### src/hw/rtl/dtq_pkg.sv
package dtq_pkg;

    // Default sizes of the queue.
    localparam int QUEUE_DEPTH_DEF = 16;
    localparam int TIME_BITS_DEF   = 48;
    localparam int ID_BITS_DEF     = 16;

    // Fixed field widths on the stream ports.
    localparam int OPCODE_BITS    = 2;
    localparam int ARG_BITS       = 32;
    localparam int CANCEL_ID_BITS = 16;
    localparam int KIND_BITS      = 3;
    localparam int ENTRY_ID_BITS  = 16;
    localparam int OCC_BITS       = 5;
    localparam int S_TDATA_BITS   = 80;
    localparam int M_TDATA_BITS   = 24;

    // Input opcodes, carried in tuser.
    localparam logic [OPCODE_BITS-1:0] OP_ADD    = 2'd0;
    localparam logic [OPCODE_BITS-1:0] OP_CANCEL = 2'd1;
    localparam logic [OPCODE_BITS-1:0] OP_TICK   = 2'd2;

    // Result kinds.
    localparam logic [KIND_BITS-1:0] K_ADDED     = 3'd0;
    localparam logic [KIND_BITS-1:0] K_FIRED     = 3'd1;
    localparam logic [KIND_BITS-1:0] K_CANCELLED = 3'd2;
    localparam logic [KIND_BITS-1:0] K_UNKNOWN   = 3'd3;
    localparam logic [KIND_BITS-1:0] K_FULL      = 3'd4;
    localparam logic [KIND_BITS-1:0] K_IDLE      = 3'd5;

    // Command broadcast from the controller to every cell of the row.
    typedef struct packed {
        logic do_insert;
        logic do_remove;
        logic shift_all;
    } t_cell_ctrl;

endpackage

### src/hw/rtl/dtq_cell.sv
module dtq_cell #(
    parameter int TIME_BITS = dtq_pkg::TIME_BITS_DEF,
    parameter int ID_BITS   = dtq_pkg::ID_BITS_DEF
) (
    input  logic                               i_clk,
    input  dtq_pkg::t_cell_ctrl                i_ctrl,
    input  logic                               i_in_range,
    input  logic [TIME_BITS-1:0]               i_key,
    input  logic [ID_BITS-1:0]                 i_new_id,
    input  logic [dtq_pkg::CANCEL_ID_BITS-1:0] i_want,
    input  logic [TIME_BITS-1:0]               i_prev_dl,
    input  logic [ID_BITS-1:0]                 i_prev_id,
    input  logic                               i_prev_keep,
    input  logic [TIME_BITS-1:0]               i_next_dl,
    input  logic [ID_BITS-1:0]                 i_next_id,
    input  logic                               i_found_in,
    output logic [TIME_BITS-1:0]               o_dl,
    output logic [ID_BITS-1:0]                 o_id,
    output logic                               o_keep,
    output logic                               o_found
);

    localparam int CMP_BITS = (ID_BITS > dtq_pkg::CANCEL_ID_BITS) ?
                              ID_BITS : dtq_pkg::CANCEL_ID_BITS;

    logic [TIME_BITS-1:0] r_dl;
    logic [ID_BITS-1:0]   r_id;
    logic                 w_match;

    // The row is sorted, so the cells that keep their place on an insert
    // form an unbroken run from the head.
    assign o_keep  = i_in_range && (r_dl <= i_key);
    assign w_match = i_in_range && (CMP_BITS'(r_id) == CMP_BITS'(i_want));
    assign o_found = i_ctrl.shift_all || i_found_in || w_match;
    assign o_dl    = r_dl;
    assign o_id    = r_id;

    always_ff @(posedge i_clk) begin
        if (i_ctrl.do_insert && !o_keep) begin
            if (i_prev_keep) begin
                r_dl <= i_key;
                r_id <= i_new_id;
            end else begin
                r_dl <= i_prev_dl;
                r_id <= i_prev_id;
            end
        end else if (i_ctrl.do_remove && o_found) begin
            r_dl <= i_next_dl;
            r_id <= i_next_id;
        end
    end

endmodule

### config.mk
export PLATFORM = sky130hd
export DESIGN_NAME = dtq_cell
export DESIGN_NICKNAME = d
export VERILOG_FILES = /design/src/hw/rtl/dtq_pkg.sv /design/src/hw/rtl/dtq_cell.sv
export SDC_FILE = /design/constraint.sdc
export NUM_CORES = 1
export LEC_CHECK = 0
export ABC_AREA = 1
export ABC_CLOCK_PERIOD_IN_PS = 5700
export BUFFER_PORTS_ARGS = -buffer_cell sky130_fd_sc_hd__buf_4
export CAP_MARGIN = 20
export CORE_AREA = 4 4 110 112
export CTS_BUF_LIST = sky130_fd_sc_hd__clkbuf_4 sky130_fd_sc_hd__clkbuf_8 sky130_fd_sc_hd__clkbuf_16
export DETAILED_ROUTE_END_ITERATION = 10
export DIE_AREA = 0 0 114 116
export HOLD_SLACK_MARGIN = 0.12
export PLACE_DENSITY_LB_ADDON = 0.05
export SLEW_MARGIN = 20
export SYNTH_ARGS = -nofsm -noshare
export SYNTH_HDL_FRONTEND = slang
export SYNTH_SLANG_ARGS = --single-unit
### constraint.sdc
create_clock -name i_clk -period 5.7 [get_ports i_clk]
set_clock_uncertainty 0.2 [all_clocks]
set_input_delay 1.71 -clock i_clk [delete_from_list [all_inputs] [get_ports i_clk]]
set_output_delay 1.71 -clock i_clk [all_outputs]
set_load 0.005 [all_outputs]
## Word level (Yosys, flattened, before mapping)

Index checks and enable logic that the tools add are counted.

- Register bits: 64
- Input bits: 215
- Output and inout port bits: 66
- Logic and storage cells: 18

- $lt $le $gt $ge: 1
- Equal/unequal tests: 1
- Multiplexer cells: 6
- Reduce and logical (&&, ||, !) cells: 8

Operators by type and width:

| cell | count |
|---|---|
| $mux 48 | 3 |
| $le 48x48->1 | 1 |
| $mux 16 | 3 |
| $eq 16x16->1 | 1 |
| $logic_and 1x1->1 | 4 |
| $logic_or 1x1->1 | 2 |
| $reduce_bool 2->1 | 1 |
| $logic_not 1->1 | 1 |

## Depth between registers and ports, before layout

Gate-level depths: netlist of run 1.

- Depth after elaboration: 6
- Depth in mapped cells: 20
- Gate-level depth less buffers: 18

## Worst setup path before layout of run 1

No wires, ideal clock.

- Path type: input to register
- Start point: input port i_key[47]
- End point: register r_dl[0] (netlist: o_dl[0]), enable pin
- Setup time: 0.424 ns
- Data arrival time: 4.322 ns
- Required time: 5.076 ns
- Path slack: 0.754 ns
- Stages on the path: 13
- Path buffers: 1
- Path through: inv_1 ha_1 nand4_1 nor2_1 nand3_1 nor2_1 nand2_1 nand3_1 nand2_1 nand2_2 nand2_1 buf_2 nand2_1

- Cells in the longest elaborated chain, start to end: 5

RTL lines:

| what | line | source |
|---|---|---|
| from (decl) | dtq_cell.sv:8 | `input logic [TIME_BITS-1:0] i_key,` |
| $le 48x48->1 | dtq_cell.sv:32 | `assign o_keep = i_in_range && (r_dl <= i_key);` |
| $logic_and 1x1->1 | dtq_cell.sv:32 |  |
| $logic_not 1->1 | dtq_cell.sv:39 | `if (i_ctrl.do_insert && !o_keep) begin` |
| $logic_and 1x1->1 | dtq_cell.sv:39 |  |
| $reduce_bool 2->1 (no source line) | - |  |
| to (signal assigned) | dtq_cell.sv:41 | `r_dl <= i_key;` |
| to (signal assigned) | dtq_cell.sv:44 | `r_dl <= i_prev_dl;` |
| to (signal assigned) | dtq_cell.sv:48 | `r_dl <= i_next_dl;` |
| to (decl) | dtq_cell.sv:26 | `logic [TIME_BITS-1:0] r_dl;` |

No other way between the ends.
A chain may end at the register's enable or synchronous reset.

## Worst setup path in the final report of run 1

- Start point: input port i_key[47]
- End point: output port o_keep

- Cells in the longest elaborated chain, start to end: 2

RTL lines:

| what | line | source |
|---|---|---|
| $le 48x48->1 | dtq_cell.sv:32 |  |
| $logic_and 1x1->1 | dtq_cell.sv:32 |  |
| to (decl) | dtq_cell.sv:19 | `output logic o_keep,` |

No other way between the ends.

==> results of run 1 <==
-- cells by family (layout without fill, tap and decap cells) --
group	count (synthesis)	count (layout)
adders and majority gates	48	48
buffers and inverters	96	363
and+or+nand+nor	337	337
xor gates and xnor gates	14	14
AOI/OAI and AO/OA	73	73
muxes	17	17
DFF	64	64
-- cells in the mapped netlist, drive strengths merged (3+ instances only) --
cell type / instances
nand2: 188
nand3: 73
a21oi: 67
edfxtp: 64
inv: 63
nor2: 63
ha: 48
buf: 18
mux2: 17
clkbuf: 15
xor2: 8
nand4: 7
xnor2: 6
o21ai: 3
-- path summary, 6_finish.rpt --
path                            startpoint        to  slack (ns)
worst max register to register    o_dl[45]   o_dl[5]        2.12
worst min register to register     o_id[4]  o_dl[20]        1.13
worst max-delay path             i_key[47]    o_keep        0.50
worst min-delay path               o_id[4]  o_dl[20]        1.13
-- report_power, final --
part	internal [mW]	switching (mW)	total, mW
combinational	0.288	0.275	0.563
clock	0.388	0.198	0.586
sequential	0.607	0.0427	0.650
-- final cells by class --
cell class                 instances  share of cell area
sequential                        64               0.257
timing repair buffer             284               0.286
tap                              143              0.0240
multi-input combinational        489               0.359
clock inverter                     5             0.00955
clock buffer                      11              0.0322
inverter                          63              0.0317
-- layer usage --
metal | vias up | share of wire | global-route usage
li1 | 2683 | - | -
met5 | - | 0 | 0
met3 | 24 | 0.087 | 0.0548
met2 | 211 | 0.51 | 0.420
met4 | 0 | 0.019 | 0.0800
met1 | 2380 | 0.39 | 0.288
-- flip-flops by register name, indices dropped and copies added (netlist names) --
register	flops
o_dl	48
o_id	16
-- through the flow --
step	setup slack, ns	power, mW
floorplan	0.754	0.943
global placement	0.500	1.21
detailed placement	0.483	1.22
CTS	0.466	1.81
global route	0.323	1.90
finish	0.504	1.80
-- worst min-delay path, delay by kind of cell (launching register included) --
family | cells | cell delay, ns
flops | 1 | 0.37
buf+inv | 1 | 0.24
xor+xnor | 1 | 0.07
simple gates | 6 | 0.44
==> summary.md, run 1 <==
| Metric | Value |
|---|---|
| Status | finished clean |
| Worst path depth | 13 |
| Setup repair after global routing missed its margin | false |
| Arrival time of data at the critical path endpoint | 3.29 ns |
| Synth area leader | sky130_fd_sc_hd__edfxtp_1 |
| FP Rows | 39 |
| Top cells by area, synth | sky130_fd_sc_hd__edfxtp_1 (38%), sky130_fd_sc_hd__nand2_1 (14%), sky130_fd_sc_hd__ha_1 (12%) |
| Die X-Extent | 114 microns |
| Syn Nets | 912 |
| Clock root buffer | sky130_fd_sc_hd__clkbuf_16 |
| Non-filler cells in the finished layout | 1059 |
| Post-synth ARST share | 0 |
| Wire length of the first global-routing pass | 25000 microns |
| Mux share of post-synthesis cell area | 0.0380 |
| DP Wirelength | 12300 microns |
| Post-DP Area | 7150 sq um |
| Max frequency | 0.192 GHz |
| First-pass iteration count of the detailed router | 5 |
| Number of cells traversed by the worst register-to-register path | 13 |
| Total CTS buffers | 9 |
| Number of buffer and inverter instances along the worst setup path | 4 |
| Sort of element at the start of the critical path | primary input |
| EDFF count, synth | 64 |
| Post-CTS Repair Setup Buffers | 0 |
| Post-detailed-route via-to-cell ratio | 5.00 |
| # Max-Cap Violations | 0 |
| Final period util | 0.912 |
| Final global-route overflow total | 0 |
| Initial cell density of the core | 0.448 |
| Synth warnings | 0 |
| Highest-count cells in the layout ignoring fill and taps | sky130_fd_sc_hd__buf_4 (283), sky130_fd_sc_hd__nand2_1 (185), sky130_fd_sc_hd__nand3_1 (73), sky130_fd_sc_hd__a21oi_1 (67), sky130_fd_sc_hd__edfxtp_1 (64) |
| Detailed Route Iter0 Violations | 278 |
| Min-delay worst type | register to register |
| Commonest non-fill, non-tap cell in the layout | sky130_fd_sc_hd__buf_4 |
| Net count reported at finish | 1174 |
| Maximum clock insertion buffer count | 2 |
| N_diodes | 0 |
| Synthesized area per cell | 7.76 sq um |
| Area of the core region | 11200 sq um |
| Clock-pin slew of the registers on the worst-case setup and hold paths | 0.06 ns |
| Instance count after placement with tap cells included | 1043 |
| Critical path's top delay family | simple AND/OR/NAND/NOR gates |
| Power per Cell Area | 241 nW/um^2 |
| Maximum number of pins on one net before global-route repair | 112 |
| Routed Antenna Nets | 0 |
| Sequential cell area | 1920 sq um |
| Number of DRC violations after detailed routing | 0 |
| Leading register cell type out of synthesis | sky130_fd_sc_hd__edfxtp_1 |
| Post-synth design cell area | 5030 sq um |
| Detailed-route wire length | 16300 microns |
| Area occupied by multi-input gates | 2680 sq um |
| Worst relative slew slack | 0.467 |
| Die height | 116 microns |
| Number of port buffers | 280 |
| Final Cell Area | 7470 sq um |
| Largest stage delay on the critical path | 0.32 ns |
| Count of endpoints failing hold in the final timing report | 0 |
| Routability cong. | 0.861 |
| Number of antenna violations at the first check in global routing | 0 |
| Overall routing resource usage | 0.239 |
| Fraction of the yosys area taken by sequential cells | 0.382 |
| Utilization after layout | 0.665 |
| Data required time at the worst endpoint | 3.79 ns |
| Adder and majority cell fraction of the synthesized area | 0.119 |
| Area of the die | 13200 sq um |
| Number of global-route vias before repair | 5169 |
| Number of clock sinks | 64 |
| Signed area change from the synthesized netlist to the final layout | 48.3% |
| Slowest cell on the critical path | sky130_fd_sc_hd__ha_1 |
| Number of synthesized register bits | 64 |
| CTS tree | built |
| Synthesized-area fraction occupied by xor and xnor cells | 0.0244 |
| Count of unique library cells instantiated by Yosys | 25 |
| Largest fanout of any net on the critical path | 3 |
| CP cell instances | buf_4, inv_1, ha_1, nand4_1, nor2_1, nand3_1, nor2_1, nand2_1, nand3_1, nand2_1, nand2_2, inv_1, buf_4 |
| Endpoint kind of the worst setup timing path | output port |
| Clock period minus final worst setup slack | 5.20 ns |
| Total number of vias | 5298 |
| P_leak | 3.94 nW |
| Worst Hold Slack | 1.13 ns |
| Worst hold stages | 8 |
| Worst supply voltage drop on vdd | 123 uV |
| Summed negative setup slack over all endpoints | 0 ns |
| Critical Setup Path Class | primary input to output port |
| Tightest Pin Transition | 0.800 ns |
| Synthesized-area fraction occupied by ao, oa, aoi and oai cells | 0.0741 |
| Post-synthesis cell count | 649 |
| Share of the synthesized area in the top cell type | 0.382 |
| Main combinational cell family by area after synthesis | simple AND/OR/NAND/NOR gates |
| Synth Area in Simple Gates | 0.276 |
| Clock latency on the worst-skew pair | 0.33 ns |
| Top-level I/O count | 281 |
| H-Tree Depth | 3 |
| Wire length per cell after detailed routing | 15.4 microns |
| Pins over their slew limit | 0 |
| # resized after CTS | 0 |
| Hold-fix buffer count after cts | 0 |
| Ratio of cells with drive above 1 in the final layout | 0.349 |
| Setup violators final | 0 |
| Fill cell total of the finished layout | 993 |
(Power assumes the default switching activity.)
==> run 2, diff against run 1 <==
Settings changed: CORE_AREA 4 4 110 112 to 4 4 85 146, CTS_CLUSTER_SIZE from default to 30, DIE_AREA 0 0 114 116 to 0 0 89 150, SKIP_LAST_GASP from default to 1.
==> run 2 against run 1 <==
  * Wire length rose by 2.7%
  * Global-route usage rose by 0.36 points
  * Setup slack improved by 0.023 ns
  * Critical path type unchanged
  * Sequential share of layout area barely moved
  * Core utilization rose by 0.32 points
  * Sequential power barely moved
  * Total power fell by 2.6%
  * Via count rose by 1.5%
==> summary.md, run 2 (synthesis gave the netlist of run 1 again) <==
| Metric | Value |
|---|---|
| Number of port buffers | 280 (unchanged) |
| CP cell instances | buf_4, inv_1, ha_1, nand4_1, nor2_1, nand3_1, nor2_1, nand2_1, nand3_1, nand2_1, nand2_2, inv_1, buf_4 |
| Setup violators final | 0 (unchanged) |
| Clock latency on the worst-skew pair | 0.33 ns (about the same) |
| FP Rows | 51 (+31%) |
| Sort of element at the start of the critical path | primary input |
| Highest-count cells in the layout ignoring fill and taps | sky130_fd_sc_hd__buf_4 (282), sky130_fd_sc_hd__nand2_1 (185), sky130_fd_sc_hd__nand3_1 (73), sky130_fd_sc_hd__a21oi_1 (67), sky130_fd_sc_hd__edfxtp_1 (64) |
| Wire length per cell after detailed routing | 16.0 microns (+3.7%) |
| Launch instance of the worst min-delay path | o_id[3] |
| Clock root buffer | sky130_fd_sc_hd__clkbuf_16 |
| Clock period minus final worst setup slack | 5.17 ns (-0.0230 ns) |
| Launch instance of the worst register-to-register path | o_dl[47] |
| # resized after CTS | 0 (unchanged) |
| Endpoint kind of the worst setup timing path | output port |
| Area of the die | 13400 sq um (+0.95%) |
| Max frequency | 0.193 GHz (+0.44%) |
| Count of endpoints failing hold in the final timing report | 0 (unchanged) |
| Number of antenna violations at the first check in global routing | 0 (unchanged) |
| Worst hold stages | 7 (-1) |
| Critical path's top delay family | simple AND/OR/NAND/NOR gates |
| Area occupied by multi-input gates | 2680 sq um (unchanged) |
| Total CTS buffers | 9 (unchanged) |
| Initial cell density of the core | 0.451 (+0.00226) |
| Die height | 150 microns (+29%) |
| Final global-route overflow total | 0 (unchanged) |
| Number of clock sinks | 64 (unchanged) |
| First-pass iteration count of the detailed router | 4 (-1) |
| Fill cell total of the finished layout | 985 (-0.81%) |
| Overall routing resource usage | 0.242 (+0.00360) |
| Routed Antenna Nets | 0 (unchanged) |
| Clock-pin slew of the registers on the worst-case setup and hold paths | 0.05 ns (about the same) |
| Number of buffer and inverter instances along the worst setup path | 4 (unchanged) |
| Ratio of cells with drive above 1 in the final layout | 0.349 (-0.000381) |
| Critical Setup Path Class | primary input to output port |
| Number of cells traversed by the worst register-to-register path | 13 (unchanged) |
| Final Cell Area | 7470 sq um (about the same) |
| Data required time at the worst endpoint | 3.79 ns (about the same) |
| Summed negative setup slack over all endpoints | 0 ns (unchanged) |
| Hold-fix buffer count after cts | 0 (unchanged) |
| Number of global-route vias before repair | 5358 (+3.7%) |
| Maximum clock insertion buffer count | 2 (unchanged) |
| CTS tree | built |
| Sequential cell area | 1920 sq um (unchanged) |
| Flip-flop count of the largest register, all copies and words added | 48 (unchanged) |
| Setup repair after global routing missed its margin | false |
| Maximum number of pins on one net before global-route repair | 112 (unchanged) |
| Slowest cell on the critical path | sky130_fd_sc_hd__ha_1 |
| Largest fanout of any net on the critical path | 3 (unchanged) |
| # Max-Cap Violations | 0 (unchanged) |
| Worst flop-to-flop path endpoint | o_dl[17] |
| Commonest non-fill, non-tap cell in the layout | sky130_fd_sc_hd__buf_4 |
| Area of the core region | 11200 sq um (-0.50%) |
| Top-level I/O count | 281 (unchanged) |
| Status | finished clean |
| P_leak | 3.95 nW (+0.12%) |
| Signed area change from the synthesized netlist to the final layout | 48.3% (about the same) |
| Total number of vias | 5380 (+1.5%) |
| DP Wirelength | 12900 microns (+4.9%) |
| Setup WS post-layout | 0.527 ns (+0.0230 ns) |
| Largest stage delay on the critical path | 0.31 ns (about the same) |
| Minimum setup slack among reg-to-reg paths | 2.07 ns (-0.05 ns) |
| Worst slack at placement | 0.470 ns (-0.0131 ns) |
| Post-DP Area | 7160 sq um (+0.16%) |
| Wire length of the first global-routing pass | 24900 microns (-0.22%) |
| Die X-Extent | 89 microns (-22%) |
| Min-delay worst type | register to register |
| Arrival time of data at the critical path endpoint | 3.26 ns (-0.03 ns) |
| Power per Cell Area | 235 nW/um^2 (-2.6%) |
| Worst supply voltage drop on vdd | 188 uV (+53%) |
| Post-CTS Repair Setup Buffers | 0 (unchanged) |
| Post-detailed-route via-to-cell ratio | 5.13 (+2.5%) |
| Tightest Pin Transition | 0.743 ns (-0.0569 ns) |
| Detailed Route Iter0 Violations | 188 (-32%) |
| Worst-case hold path end point | o_id[3] |
| Detailed-route wire length | 16700 microns (+2.7%) |
| Total power after layout | 1.75 mW (-2.6%) |
| Net count reported at finish | 1175 (+0.085%) |
| Routability cong. | 0.874 (+1.6%) |
| Pins over their slew limit | 0 (unchanged) |
| H-Tree Depth | 3 (unchanged) |
| Number of DRC violations after detailed routing | 0 (unchanged) |
| Worst relative slew slack | 0.505 (+0.0379) |
| Final period util | 0.908 (-0.00403) |
| N_diodes | 0 (unchanged) |
## run 2: changes by cell type in the layout (fill, tap and decap cells not counted), sizes merged
cell    delta
buf        +1
bufinv     -1
clkbuf     -1
clkinv     +2
## run 2: per-layer routing
layer | GRT usage | vias up | share of wire
met5 | 0 | - | 0
li1 | - | 2690 | -
met2 | 0.438 | 235 | 0.53
met3 | 0.0468 | 32 | 0.087
met4 | 0.107 | 0 | 0.029
met1 | 0.266 | 2423 | 0.35
## run 2: worst max path at each step
stage          slack (ns)      end       from  cells after the start
2_1_floorplan        0.75  o_dl[0]  i_key[47]                     13
3_3_place_gp         0.50   o_keep  i_key[39]                     13
3_5_place_dp         0.47   o_keep  i_key[45]                     13
4_1_cts              0.47   o_keep  i_key[45]                     13
5_1_grt              0.34   o_keep  i_key[45]                     13
6_report             0.53   o_keep  i_key[47]                     13
## run 2: cell type report
class	count	area share
Multi-Input combinational cell	489	0.359
Tap cell	132	0.0221
Timing Repair Buffer	285	0.292
Clock buffer	10	0.0312
Clock inverter	6	0.00670
Inverter	63	0.0317
Sequential cell	64	0.257
## run 2: where the power goes
| group | switching (mW) | leakage (nW) | internal (mW) |
|---|---|---|---|
| Combinational | 0.281 | 3.16 | 0.294 |
| Clock | 0.193 | 0.140 | 0.336 |
| Sequential | 0.0411 | 0.644 | 0.607 |
## run 2: metrics by stage
stage | hold slack [ns] | utilization | cells
floorplan | 0.985 | - | 649
global placement | 1.14 | 0.641 | 1032
detailed placement | 1.18 | 0.641 | 1032
CTS | 1.21 | 0.667 | 1048
global route | 1.32 | 0.669 | 1049
finish | 1.20 | 0.669 | 1049
## run 2: worst register-to-register path, delay by kind of cell (launching register included)
family	cells	cell delay (ns)
adders and majority gates	1	0.34
DFF	1	0.41
and+or+nand+nor	10	1.53
buffers and inverters	2	0.86
==> run 3, diff against run 2 <==
--- a/config.mk
+++ b/config.mk
@@ -16,4 +16,5 @@
 export DIE_AREA = 0 0 89 150
 export HOLD_SLACK_MARGIN = 0.12
+export MAX_ROUTING_LAYER = met4
 export PLACE_DENSITY_LB_ADDON = 0.05
 export SKIP_LAST_GASP = 1
==> constraint.sdc (replaced) <==
create_clock -name i_clk -period 5.7 [get_ports i_clk]
set_clock_uncertainty 0.2 [all_clocks]
set_input_delay 0 -clock i_clk [delete_from_list [all_inputs] [get_ports i_clk]]
set_output_delay 0 -clock i_clk [all_outputs]
set_load 0.005 [all_outputs]
==> run 3 against run 2 <==
  * Clock power down 2%
  * Fmax grew 50%
  * Sequential power is essentially flat
  * Non-clock buffer count is 127 higher
  * Sequential share of layout area down 3.7 points
  * First-iteration DRC count grew 22%
==> summary.md, run 3 (synthesis gave the netlist of run 1 again) <==
| Metric | Value |
|---|---|
| Power per Cell Area | 215 nW/um^2 (-8.5%) |
| Wire length of the first global-routing pass | 28200 microns (+13%) |
| Sort of element at the start of the critical path | register |
| Clock root buffer | sky130_fd_sc_hd__clkbuf_16 |
| Detailed Route Iter0 Violations | 230 (+22%) |
| N_diodes | 0 (unchanged) |
| Number of port buffers | 280 (unchanged) |
| Clock-pin slew of the registers on the worst-case setup and hold paths | 0.05 ns (about the same) |
| # Max-Cap Violations | 0 (unchanged) |
| Number of antenna violations at the first check in global routing | 0 (unchanged) |
| Initial cell density of the core | 0.451 (unchanged) |
| Number of global-route vias before repair | 6126 (+14%) |
| Maximum clock insertion buffer count | 2 (unchanged) |
| Clock latency on the worst-skew pair | 0.33 ns (about the same) |
| Net count reported at finish | 1302 (+11%) |
| Maximum number of pins on one net before global-route repair | 112 (unchanged) |
| Min-delay worst type | primary input to output port |
| Commonest non-fill, non-tap cell in the layout | sky130_fd_sc_hd__buf_4 |
| FP Rows | 51 (unchanged) |
| Endpoint kind of the worst setup timing path | register |
| Post-detailed-route via-to-cell ratio | 5.07 (-1.1%) |
| Top-level I/O count | 281 (unchanged) |
| Highest-count cells in the layout ignoring fill and taps | sky130_fd_sc_hd__buf_4 (282), sky130_fd_sc_hd__nand2_1 (185), sky130_fd_sc_hd__dlygate4sd3_1 (129), sky130_fd_sc_hd__nand3_1 (73), sky130_fd_sc_hd__a21oi_1 (67) |
| Total CTS buffers | 9 (unchanged) |
| Total number of vias | 5958 (+11%) |
| Worst Hold Slack | 0.120 ns (-1.08 ns) |
| Summed negative setup slack over all endpoints | 0 ns (unchanged) |
| # resized after CTS | 0 (unchanged) |
| Area of the core region | 11200 sq um (unchanged) |
| Routability cong. | 0.838 (-4.2%) |
| Total power after layout | 1.87 mW (+6.7%) |
| Detailed-route wire length | 18500 microns (+11%) |
| Max frequency | 0.290 GHz (+50%) |
| Clock period minus final worst setup slack | 3.45 ns (-1.72 ns) |
| Final global-route overflow total | 0 (unchanged) |
| Signed area change from the synthesized netlist to the final layout | 73.0% |
| Status | finished clean |
| Pins over their slew limit | 0 (unchanged) |
| First-pass iteration count of the detailed router | 5 (+1) |
| H-Tree Depth | 3 (unchanged) |
| Setup repair after global routing missed its margin | false |
| Instance count after placement with tap cells included | 1031 (-0.097%) |
| Routed Antenna Nets | 0 (unchanged) |
| Wire length per cell after detailed routing | 15.8 microns (-1.3%) |
| Worst relative slew slack | 0.463 (-0.0414) |
| Setup violators final | 0 (unchanged) |
| DP Wirelength | 13000 microns (+1.0%) |
| Critical Setup Path Class | register to register |
| CTS tree | built |
| Count of endpoints failing hold in the final timing report | 0 (unchanged) |
| Largest fanout of any net on the critical path | 64 (+61) |
| Data required time at the worst endpoint | 5.69 ns (+1.90 ns) |
| Ratio of cells with drive above 1 in the final layout | 0.305 (-0.0441) |
| Hold-fix buffer count after cts | 129 (+129) |
| Final period util | 0.605 (-0.302) |
| Number of DRC violations after detailed routing | 0 (unchanged) |
| Tightest Pin Transition | 0.805 ns (+0.0621 ns) |
| P_leak | 4.48 nW (+14%) |
| Arrival time of data at the critical path endpoint | 3.44 ns (+0.18 ns) |
| Post-CTS Repair Setup Buffers | 0 (unchanged) |
| Number of clock sinks | 64 (unchanged) |
| Die height | 150 microns (unchanged) |
| Overall routing resource usage | 0.280 (+0.0381) |
| Die X-Extent | 89 microns (unchanged) |
| Worst supply voltage drop on vdd | 165 uV (-13%) |
| Non-filler cells in the finished layout | 1175 (+12%) |
| Flip-flop count of the largest register, all copies and words added | 48 (unchanged) |
| Area of the die | 13400 sq um (unchanged) |
run 3: changes by cell type in the layout (fill, tap and decap cells not counted), sizes merged:
cell	previous run	this run
dlygate4sd3	0	129
buf	285	283
clkbuf	10	9
run 3: final timing paths:
check / slack (ns) / cells after the start / from / endpoint
min reg2reg: 1.34 / 7 / o_id[15] / o_dl[35]
min: 0.12 / 4 / i_found_in / o_found
max reg2reg: 2.25 / 13 / o_dl[43] / o_dl[42]
max: 2.25 / 13 / o_dl[43] / o_dl[42]
run 3: routing by layer:
layer / GRT usage / up-vias / part of all wire
met3: 0.0452 / 51 / 0.067
met2: 0.505 / 275 / 0.54
met5: - / - / 0
met4: 0.112 / 0 / 0.038
met1: 0.297 / 2697 / 0.35
li1: - / 2935 / -
run 3: area by class of cell:
class,instances,area [sq um]
inverters,63,236
multi-input cells,489,2690
fillers,800,2460
clock buffers,9,225
flip-flops and latches,64,1920
repair buffers,412,3420
well taps,132,165
clock inverters,6,51.3
run 3: through the flow:
step           utilization  worst slack [ns]  area [sq um]
2_1_floorplan            -              2.09          5030
3_3_place_gp         0.639              2.36          7130
3_5_place_dp         0.639              2.19          7130
4_1_cts              0.779              2.19          8700
5_1_grt              0.780              2.07          8710
6_report             0.780              2.25          8710
run 3: where the power goes:
part	switching [mW]	internal, mW
registers	0.0415	0.607
logic	0.312	0.390
clock network	0.189	0.329
run 3: critical path, cell delays in order (launching register included):
cell,delay (ns)
sky130_fd_sc_hd__edfxtp_1,0.40
sky130_fd_sc_hd__ha_1,0.35
sky130_fd_sc_hd__nand4_1,0.12
sky130_fd_sc_hd__nor2_1,0.20
sky130_fd_sc_hd__nand3_1,0.10
sky130_fd_sc_hd__nor2_1,0.17
sky130_fd_sc_hd__nand4_1,0.12
sky130_fd_sc_hd__nand2_1,0.10
sky130_fd_sc_hd__nand2_2,0.06
sky130_fd_sc_hd__nand2_2,0.08
sky130_fd_sc_hd__buf_4,0.59
sky130_fd_sc_hd__nand2_1,0.15
sky130_fd_sc_hd__nand2_1,0.11
sky130_fd_sc_hd__dlygate4sd3_1,0.56
